**config.mk**
```make
export PLATFORM = sky130hd
export DESIGN_NAME = sensor_average_hysteresis_control_flat
export DESIGN_NICKNAME = d
export VERILOG_FILES = /design/src/hdl/sahc_pkg.sv /design/src/hdl/sahc_if.sv /design/src/hdl/sahc_accum.sv /design/src/hdl/sahc_decide.sv /design/src/hdl/sensor_average_hysteresis_control.sv /design/src/flat_wrapper.sv
export SDC_FILE = /design/constraint.sdc
export NUM_CORES = 1
export LEC_CHECK = 0
export ABC_AREA = 1
export BUFFER_PORTS_ARGS = -buffer_cell sky130_fd_sc_hd__buf_2
export CAP_MARGIN = 10
export CORE_MARGIN = 4
export CORE_UTILIZATION = 50
export DETAILED_ROUTE_END_ITERATION = 8
export PLACE_DENSITY = 0.77
export REMOVE_ABC_BUFFERS = 1
export SETUP_SLACK_MARGIN = 0.02
export SYNTH_ARGS = -nofsm -noshare
export SYNTH_HDL_FRONTEND = slang
export SYNTH_HIERARCHICAL = 1
export SYNTH_SLANG_ARGS = --single-unit
```
**constraint.sdc**
```tcl
create_clock -name i_clk -period 16.2 [get_ports i_clk]
set_input_delay 3.24 -clock i_clk [delete_from_list [all_inputs] [get_ports i_clk]]
set_output_delay 3.24 -clock i_clk [all_outputs]
set_load 0.01 [all_outputs]
```
**src/hdl/sahc_pkg.sv**
```systemverilog
// package for the sensor average and hysteresis control block
// item and result types, fixed ratio and duty constants; depends on nothing

package sahc_pkg;

    localparam int SAMPLE_W = 10;
    localparam int DUTY_W   = 7;

    // dark lamp: on at 1.50 x base, off at 1.10 x base
    localparam int DARK_SCALE = 10;
    localparam int DARK_ON    = 15;
    localparam int DARK_OFF   = 11;
    localparam int DARK_W     = 14;

    // hot lamp: on above 1.04 x base, off below 1.02 x base
    localparam int HOT_SCALE = 100;
    localparam int HOT_ON    = 104;
    localparam int HOT_OFF   = 102;
    localparam int HOT_W     = 17;

    // touch: arm at 0.9 x base, release at 0.7 x base
    localparam int TOUCH_SCALE   = 10;
    localparam int TOUCH_ARM     = 9;
    localparam int TOUCH_RELEASE = 7;
    localparam int TOUCH_W       = 14;

    // duty = (light - 50) * 100 / 950, clamped
    localparam int PWM_OFFSET   = 50;
    localparam int PWM_PERCENT  = 100;
    localparam int PWM_SPAN     = 950;
    localparam int PWM_LOW_CUT  = 5;
    localparam int PWM_HIGH_CUT = 95;
    localparam int PWM_PROD_W   = 17;

    // divide by the span as a multiply by a rounded-up reciprocal and a shift
    localparam int PWM_DIV_SHIFT = 27;
    localparam int PWM_RECIP     = ((1 << PWM_DIV_SHIFT) + PWM_SPAN - 1) / PWM_SPAN;
    localparam int PWM_RECIP_W   = 18;
    localparam int PWM_MUL_W     = PWM_PROD_W + PWM_RECIP_W;

    typedef struct packed {
        logic [SAMPLE_W-1:0] light_sample;
        logic [SAMPLE_W-1:0] touch_sample;
        logic [SAMPLE_W-1:0] temp_sample;
    } t_sample;

    typedef struct packed {
        logic [SAMPLE_W-1:0] light;
        logic [SAMPLE_W-1:0] touch;
        logic [SAMPLE_W-1:0] temp;
    } t_avg;

    typedef struct packed {
        logic [DUTY_W-1:0]   pwm_duty;
        logic                dark_lamp;
        logic                hot_lamp;
        logic                motor_reverse;
        logic [SAMPLE_W-1:0] avg_light;
        logic [SAMPLE_W-1:0] avg_touch;
        logic [SAMPLE_W-1:0] avg_temp;
    } t_result;

endpackage

```
**src/hdl/sahc_if.sv**
```systemverilog
// valid/ready channel interfaces for sample items and result items
// depends on sahc_pkg for the payload types

interface sahc_sample_if;
    import sahc_pkg::*;
    logic    valid;
    logic    ready;
    t_sample data;
    modport source (output valid, output data, input ready);
    modport sink (input valid, input data, output ready);
endinterface

interface sahc_result_if;
    import sahc_pkg::*;
    logic    valid;
    logic    ready;
    t_result data;
    modport source (output valid, output data, input ready);
    modport sink (input valid, input data, output ready);
endinterface

```
**src/hdl/sahc_accum.sv**
```systemverilog
// group accumulator: running sums and sample count, group average out
// depends on sahc_pkg

module sahc_accum #(
    parameter int SAMPLES_PER_GROUP = 5
) (
    input  logic             i_clk,
    input  logic             i_rst_n,
    input  logic             i_take,
    input  sahc_pkg::t_sample i_sample,
    output logic             o_last,
    output sahc_pkg::t_avg   o_avg
);
    import sahc_pkg::*;

    localparam int SUM_W = SAMPLE_W + $clog2(SAMPLES_PER_GROUP);
    localparam int CNT_W = (SAMPLES_PER_GROUP > 1) ? $clog2(SAMPLES_PER_GROUP) : 1;

    // divide by the group size as a multiply by a rounded-up reciprocal and a shift
    localparam int DIV_SHIFT = SUM_W + 3;
    localparam int DIV_RECIP = ((1 << DIV_SHIFT) + SAMPLES_PER_GROUP - 1) / SAMPLES_PER_GROUP;
    localparam int MUL_W     = SUM_W + DIV_SHIFT + 1;

    logic [CNT_W-1:0] r_count, n_count;
    logic [SUM_W-1:0] r_light_sum, r_touch_sum, r_temp_sum;
    logic [SUM_W-1:0] n_light_sum, n_touch_sum, n_temp_sum;
    logic [SUM_W-1:0] light_total, touch_total, temp_total;
    logic [MUL_W-1:0] light_prod, touch_prod, temp_prod;

    assign o_last = (r_count == CNT_W'(SAMPLES_PER_GROUP - 1));

    assign light_total = r_light_sum + SUM_W'(i_sample.light_sample);
    assign touch_total = r_touch_sum + SUM_W'(i_sample.touch_sample);
    assign temp_total  = r_temp_sum + SUM_W'(i_sample.temp_sample);

    assign light_prod = MUL_W'(light_total) * MUL_W'(DIV_RECIP);
    assign touch_prod = MUL_W'(touch_total) * MUL_W'(DIV_RECIP);
    assign temp_prod  = MUL_W'(temp_total) * MUL_W'(DIV_RECIP);

    assign o_avg.light = SAMPLE_W'(light_prod >> DIV_SHIFT);
    assign o_avg.touch = SAMPLE_W'(touch_prod >> DIV_SHIFT);
    assign o_avg.temp  = SAMPLE_W'(temp_prod >> DIV_SHIFT);

    always_comb begin
        n_count     = r_count;
        n_light_sum = r_light_sum;
        n_touch_sum = r_touch_sum;
        n_temp_sum  = r_temp_sum;
        if (i_take) begin
            if (o_last) begin
                n_count     = '0;
                n_light_sum = '0;
                n_touch_sum = '0;
                n_temp_sum  = '0;
            end else begin
                n_count     = r_count + CNT_W'(1);
                n_light_sum = light_total;
                n_touch_sum = touch_total;
                n_temp_sum  = temp_total;
            end
        end
    end

    always_ff @(posedge i_clk) begin
        if (!i_rst_n) begin
            r_count     <= '0;
            r_light_sum <= '0;
            r_touch_sum <= '0;
            r_temp_sum  <= '0;
        end else begin
            r_count     <= n_count;
            r_light_sum <= n_light_sum;
            r_touch_sum <= n_touch_sum;
            r_temp_sum  <= n_temp_sum;
        end
    end

endmodule

```
**src/hdl/sahc_decide.sv**
```systemverilog
// baseline capture, lamp hysteresis, touch toggle and pwm duty
// depends on sahc_pkg

module sahc_decide (
    input  logic              i_clk,
    input  logic              i_rst_n,
    input  logic              i_take,
    input  sahc_pkg::t_avg    i_avg,
    output logic              o_emit,
    output sahc_pkg::t_result o_result
);
    import sahc_pkg::*;

    logic                r_baseline_taken;
    logic [SAMPLE_W-1:0] r_light_base, r_touch_base, r_temp_base;
    logic                r_dark_on, r_hot_on, r_touch_armed, r_direction;
    logic                n_dark_on, n_hot_on, n_touch_armed, n_direction;

    logic [DARK_W-1:0]     light_scaled, dark_on_lim, dark_off_lim;
    logic [HOT_W-1:0]      temp_scaled, hot_on_lim, hot_off_lim;
    logic [TOUCH_W-1:0]    touch_scaled, arm_lim, release_lim;
    logic [SAMPLE_W-1:0]   light_excess;
    logic [PWM_PROD_W-1:0] duty_num;
    logic [PWM_MUL_W-1:0]  duty_prod;
    logic [PWM_PROD_W-1:0] duty_raw;
    logic [DUTY_W-1:0]     duty;

    assign light_scaled = DARK_W'(i_avg.light) * DARK_W'(DARK_SCALE);
    assign dark_on_lim  = DARK_W'(r_light_base) * DARK_W'(DARK_ON);
    assign dark_off_lim = DARK_W'(r_light_base) * DARK_W'(DARK_OFF);
    assign temp_scaled  = HOT_W'(i_avg.temp) * HOT_W'(HOT_SCALE);
    assign hot_on_lim   = HOT_W'(r_temp_base) * HOT_W'(HOT_ON);
    assign hot_off_lim  = HOT_W'(r_temp_base) * HOT_W'(HOT_OFF);
    assign touch_scaled = TOUCH_W'(i_avg.touch) * TOUCH_W'(TOUCH_SCALE);
    assign arm_lim      = TOUCH_W'(r_touch_base) * TOUCH_W'(TOUCH_ARM);
    assign release_lim  = TOUCH_W'(r_touch_base) * TOUCH_W'(TOUCH_RELEASE);

    // below the offset the duty is negative and clamps to zero
    assign light_excess = (i_avg.light > SAMPLE_W'(PWM_OFFSET))
                        ? i_avg.light - SAMPLE_W'(PWM_OFFSET) : '0;
    assign duty_num  = PWM_PROD_W'(light_excess) * PWM_PROD_W'(PWM_PERCENT);
    assign duty_prod = PWM_MUL_W'(duty_num) * PWM_MUL_W'(PWM_RECIP);
    assign duty_raw  = PWM_PROD_W'(duty_prod >> PWM_DIV_SHIFT);

    always_comb begin
        if (duty_raw <= PWM_PROD_W'(PWM_LOW_CUT)) begin
            duty = '0;
        end else if (duty_raw >= PWM_PROD_W'(PWM_HIGH_CUT)) begin
            duty = DUTY_W'(PWM_PERCENT);
        end else begin
            duty = DUTY_W'(duty_raw);
        end
    end

    always_comb begin
        n_dark_on = r_dark_on;
        if (light_scaled >= dark_on_lim) begin
            n_dark_on = 1'b1;
        end
        if (light_scaled <= dark_off_lim) begin
            n_dark_on = 1'b0;
        end

        n_hot_on = r_hot_on;
        if (temp_scaled > hot_on_lim) begin
            n_hot_on = 1'b1;
        end
        if (temp_scaled < hot_off_lim) begin
            n_hot_on = 1'b0;
        end

        n_touch_armed = r_touch_armed;
        n_direction   = r_direction;
        if (touch_scaled >= arm_lim) begin
            n_touch_armed = 1'b1;
        end
        if (touch_scaled <= release_lim && n_touch_armed) begin
            n_touch_armed = 1'b0;
            n_direction   = !r_direction;
        end
    end

    assign o_emit = i_take && r_baseline_taken;

    assign o_result.pwm_duty      = duty;
    assign o_result.dark_lamp     = n_dark_on;
    assign o_result.hot_lamp      = n_hot_on;
    assign o_result.motor_reverse = n_direction;
    assign o_result.avg_light     = i_avg.light;
    assign o_result.avg_touch     = i_avg.touch;
    assign o_result.avg_temp      = i_avg.temp;

    always_ff @(posedge i_clk) begin
        if (!i_rst_n) begin
            r_baseline_taken <= 1'b0;
            r_light_base     <= '0;
            r_touch_base     <= '0;
            r_temp_base      <= '0;
            r_dark_on        <= 1'b0;
            r_hot_on         <= 1'b0;
            r_touch_armed    <= 1'b0;
            r_direction      <= 1'b0;
        end else if (i_take) begin
            if (!r_baseline_taken) begin
                r_baseline_taken <= 1'b1;
                r_light_base     <= i_avg.light;
                r_touch_base     <= i_avg.touch;
                r_temp_base      <= i_avg.temp;
            end else begin
                r_dark_on     <= n_dark_on;
                r_hot_on      <= n_hot_on;
                r_touch_armed <= n_touch_armed;
                r_direction   <= n_direction;
            end
        end
    end

endmodule

```
**src/hdl/sensor_average_hysteresis_control.sv**
```systemverilog
// Sensor averaging and hysteresis control, top level. Takes one light/touch/temperature
// item per clock and averages SAMPLES_PER_GROUP items per group; the first group sets the
// room baseline, each later group gives one result with pwm duty, dark and hot lamps,
// motor direction and the three averages. Three register stages (input register,
// group-average register, result register) each hand on one item per cycle, so the
// sustained rate is one item per clock; after the last item of its group is accepted,
// a result goes through the group-average and result registers. Items keep flowing while
// a result waits; input ready drops only when a completed group average cannot move on.
// Depends on sahc_pkg, sahc_if, sahc_accum and sahc_decide.

module sensor_average_hysteresis_control #(
    parameter int SAMPLES_PER_GROUP = 5
) (
    input  logic                i_clk,
    input  logic                i_rst_n,
    sahc_sample_if.sink         i_sample,
    sahc_result_if.source       o_result
);
    import sahc_pkg::*;

    logic    r_in_valid;
    t_sample r_in;
    logic    r_avg_valid;
    t_avg    r_avg;
    logic    r_out_valid;
    t_result r_out;

    logic    out_free, avg_adv, avg_free, in_adv, in_free;
    logic    group_last, emit;
    t_avg    group_avg;
    t_result result;

    assign out_free = !r_out_valid || o_result.ready;
    assign avg_adv  = r_avg_valid && out_free;
    assign avg_free = !r_avg_valid || avg_adv;
    assign in_adv   = r_in_valid && (!group_last || avg_free);
    assign in_free  = !r_in_valid || in_adv;

    assign i_sample.ready = in_free;
    assign o_result.valid = r_out_valid;
    assign o_result.data  = r_out;

    sahc_accum #(
        .SAMPLES_PER_GROUP(SAMPLES_PER_GROUP)
    ) u_accum (
        .i_clk    (i_clk),
        .i_rst_n  (i_rst_n),
        .i_take   (in_adv),
        .i_sample (r_in),
        .o_last   (group_last),
        .o_avg    (group_avg)
    );

    sahc_decide u_decide (
        .i_clk    (i_clk),
        .i_rst_n  (i_rst_n),
        .i_take   (avg_adv),
        .i_avg    (r_avg),
        .o_emit   (emit),
        .o_result (result)
    );

    always_ff @(posedge i_clk) begin
        if (!i_rst_n) begin
            r_in_valid  <= 1'b0;
            r_avg_valid <= 1'b0;
            r_out_valid <= 1'b0;
        end else begin
            if (in_free) begin
                r_in_valid <= i_sample.valid;
            end
            if (avg_free) begin
                r_avg_valid <= in_adv && group_last;
            end
            if (out_free) begin
                r_out_valid <= emit;
            end
        end
    end

    always_ff @(posedge i_clk) begin
        if (in_free) begin
            r_in <= i_sample.data;
        end
        if (avg_free && in_adv && group_last) begin
            r_avg <= group_avg;
        end
        if (emit) begin
            r_out <= result;
        end
    end

endmodule

```
**src/flat_wrapper.sv**
```systemverilog
// flat-port wrapper written by rule: the top's interface ports become plain ports
module sensor_average_hysteresis_control_flat import sahc_pkg::*;
#(
    parameter int SAMPLES_PER_GROUP = 5
)
  (i_clk, i_rst_n, i_sample_valid, i_sample_data, i_sample_ready, o_result_valid, o_result_data, o_result_ready);
  sahc_sample_if i_sample_i ();
  sahc_result_if o_result_i ();
  input  logic i_clk;
  input  logic i_rst_n;
  input wire logic [$bits(i_sample_i.valid)-1:0] i_sample_valid;
  input wire logic [$bits(i_sample_i.data)-1:0] i_sample_data;
  output wire logic [$bits(i_sample_i.ready)-1:0] i_sample_ready;
  output wire logic [$bits(o_result_i.valid)-1:0] o_result_valid;
  output wire logic [$bits(o_result_i.data)-1:0] o_result_data;
  input wire logic [$bits(o_result_i.ready)-1:0] o_result_ready;
  assign i_sample_i.valid = i_sample_valid;
  assign i_sample_i.data = i_sample_data;
  assign i_sample_ready = i_sample_i.ready;
  assign o_result_valid = o_result_i.valid;
  assign o_result_data = o_result_i.data;
  assign o_result_i.ready = o_result_ready;
  sensor_average_hysteresis_control #(.SAMPLES_PER_GROUP(SAMPLES_PER_GROUP)) u_core (.i_clk(i_clk), .i_rst_n(i_rst_n), .i_sample(i_sample_i), .o_result(o_result_i));
endmodule
```
==> results.txt <==
Hold Path Origin: u_core/u_accum/r_light_sum[7]
Die area: 65000 um^2
Critical Path RT: 16440 ps
CP max FO: 7
Status: finished clean
Worst setup SP type: register
Die width: 255 um
First-pass iteration count of the detailed router: 7
Main area contributors after synthesis: ha_1, fa_1, inv_1
Final worst path period need: 9270 ps
First-pass GRT wire length: 114000 um
Max-cap violations: 0
Average instance area after synthesis: 8.00 um^2
Simple-gate share of the synthesized area: 16.8%
Final Skew: 17.9 ps
Seq/Total Area, Yosys: 15.1%
Synth Flop Type: edfxtp_1
Compound-Gate Fraction of Synth Area: 7.97%
DRT iter0 DRCs: 1020
WL/cell: 14.4 um
Detailed-route via count: 24017
Synth cell types: 52
Fin nets: 4821
Async SR Flop Fraction: 0%
Filler cells: 5604
# port buffers: 75
Clock latency on the worst-skew pair: 500 ps
Synth top area share: 27.9%
Layout Cells excl Fill: 4649
# clock sinks: 180
Combinational family with the most area after synthesis: adder cells
DRC violation count after routing: 0
Post-synth EDFFs: 100
Hold buffer count at cts: 0
Initial antenna violation count: 0
WL final: 67000 um
I/O Pins: 76
Max Fclk: 0.108 GHz
Cell area after synthesis: 30500 um^2
Vias per cell: 5.17
Core box area: 60400 um^2
Clock root buffer: clkbuf_16
Leading cell type in the layout, fill and taps excluded: inv_1
Post-synthesis xor/xnor area fraction: 4.08%
Worst-case clock buffer depth: 2
GP Congestion: 0.957
Congestion Overflow GR: 0
Total GRT Usage: 21.4%
Setup crit end kind: register
Clock-pin transition on the worst setup and hold timing paths: 80 ps
Slew headroom: 38.9%
Yosys warns: 6
Final Cycle Share: 57.2%
Largest net degree at the start of global routing: 42
HP Class: reg2reg
Slew Limit Fails: 0
DP Wirelength: 56800 um
H-tree depth: 4
Crit-path slowest cell: fa_1
Final Hold Viols: 0
Crit path kind: reg2reg
FF+latch count, synth: 180
Post-Place Cells: 4617
Layout cells sized above 1: 4.01%
RSZ-0062 raised after global routing: false
Post-CTS Resized: 0
Routed Antenna Nets: 0
Crit path arrival time: 9510 ps
Cells after Synth: 3809
Most frequent cells in the layout: inv_1, nand2_1, ha_1
# rows: 90
ANT cells: 0
CTS tree: yes
CTS buffer count: 17
Postcts setup bufs: 0
# setup viols final: 0
CP most frequent cell: inv_1
Crit Reg-Reg Startpoint: u_core/r_avg[21]
Worst-margin pin slew: 916 ps
Area grow syn2layout: 5.45%
Chip Height: 255 um
Proportion of synthesized area in mux cells: 0%
Vias in the first global route: 24348
Initial Util: 50.5%
Crit-path max cell delay: 620 ps
Adder-cell share of the synthesized area: 44.5%
Yosys top cell by area: ha_1
Worst setup path start: u_core/r_avg[21]
Total negative slack: 0 ps
metal layers:
layer	GRT usage, %	part of all wire [%]	vias to the layer above
met2	38.0	48	421
li1	-	-	12271
met1	27.2	45	11232
met4	6.72	2.6	0
met5	0	0	-
met3	2.92	3.5	93
worst paths after layout:
path / to / slack, ps / cells past startpoint
min reg2reg: u_core/u_accum/r_light_sum[7] / 470 / 2
max: u_core/o_result.data[33] / 6930 / 41
max reg2reg: u_core/o_result.data[33] / 6930 / 41
min: u_core/u_accum/r_light_sum[7] / 470 / 2
area by class of cell:
cell class | instances | area [um^2] | share of cell area (%)
repair buffers | 82 | 428 | 1.33
multi-input cells | 2729 | 22400 | 69.6
clock inverters | 15 | 165 | 0.514
clock buffers | 17 | 425 | 1.32
flip-flops and latches | 180 | 4600 | 14.3
well taps | 782 | 978 | 3.05
inverters | 844 | 3170 | 9.86
flip-flops by register name (all words and copies together) (netlist names), 3 cells and up:
| name | cells |
|---|---|
| u_core/o_result.data | 40 |
| u_core/r_avg | 30 |
| u_core/r_in | 30 |
| u_core/u_accum/r_light_sum | 13 |
| u_core/u_accum/r_temp_sum | 13 |
| u_core/u_accum/r_touch_sum | 13 |
| u_core/u_decide/r_light_base | 10 |
| u_core/u_decide/r_temp_base | 10 |
| u_core/u_decide/r_touch_base | 10 |
| u_core/u_accum/r_count | 3 |
kinds of logic after synthesis:
family          after synthesis
xor+xnor                    138
buf+inv                     900
fa+ha+maj                   933
simple gates               1219
compound gates              439
flops                       180
per-stage QoR:
step / hold slack (ps) / setup slack (ps) / area, um^2 / util [%]
2_1_floorplan: 443 / 7880 / 30100 / -
3_3_place_gp: 454 / 7280 / 31500 / 52.3
3_5_place_dp: 461 / 6970 / 31500 / 52.3
4_1_cts: 473 / 6950 / 32100 / 53.2
5_1_grt: 489 / 6250 / 32100 / 53.2
6_report: 471 / 6930 / 32100 / 53.2
synthesized netlist by cell type (all sizes together), types with 2 or more instances:
cell     instances
a21boi           3
xnor2           48
nor2           218
edfxtp         100
a31oi           19
a21o            23
inv            842
buf             36
nand2          727
a211oi           5
nor3            26
xor2            90
o21ai           95
a22oi            3
nand3          161
clkinv           2
ha             680
nand4           44
a21oi          249
dfxtp           80
o21a             7
o2111ai          2
clkbuf          20
or2             10
nor3b            3
and2            16
o21bai          22
nand3b           8
o211ai           7
fa             253
nor4             4
worst max-delay path, delay by kind of cell, from the launching register on:
family / cells / cell delay (ps)
AOI/OAI and AO/OA: 7 / 1380
adders and majority gates: 11 / 4770
DFF: 1 / 500
xor gates and xnor gates: 1 / 150
buffers and inverters: 9 / 720
and+or+nand+nor: 13 / 1490
Power is left out: the tool's default activity adds up to more than one toggle a clock period on the data nets, which glitch-free logic cannot reach.
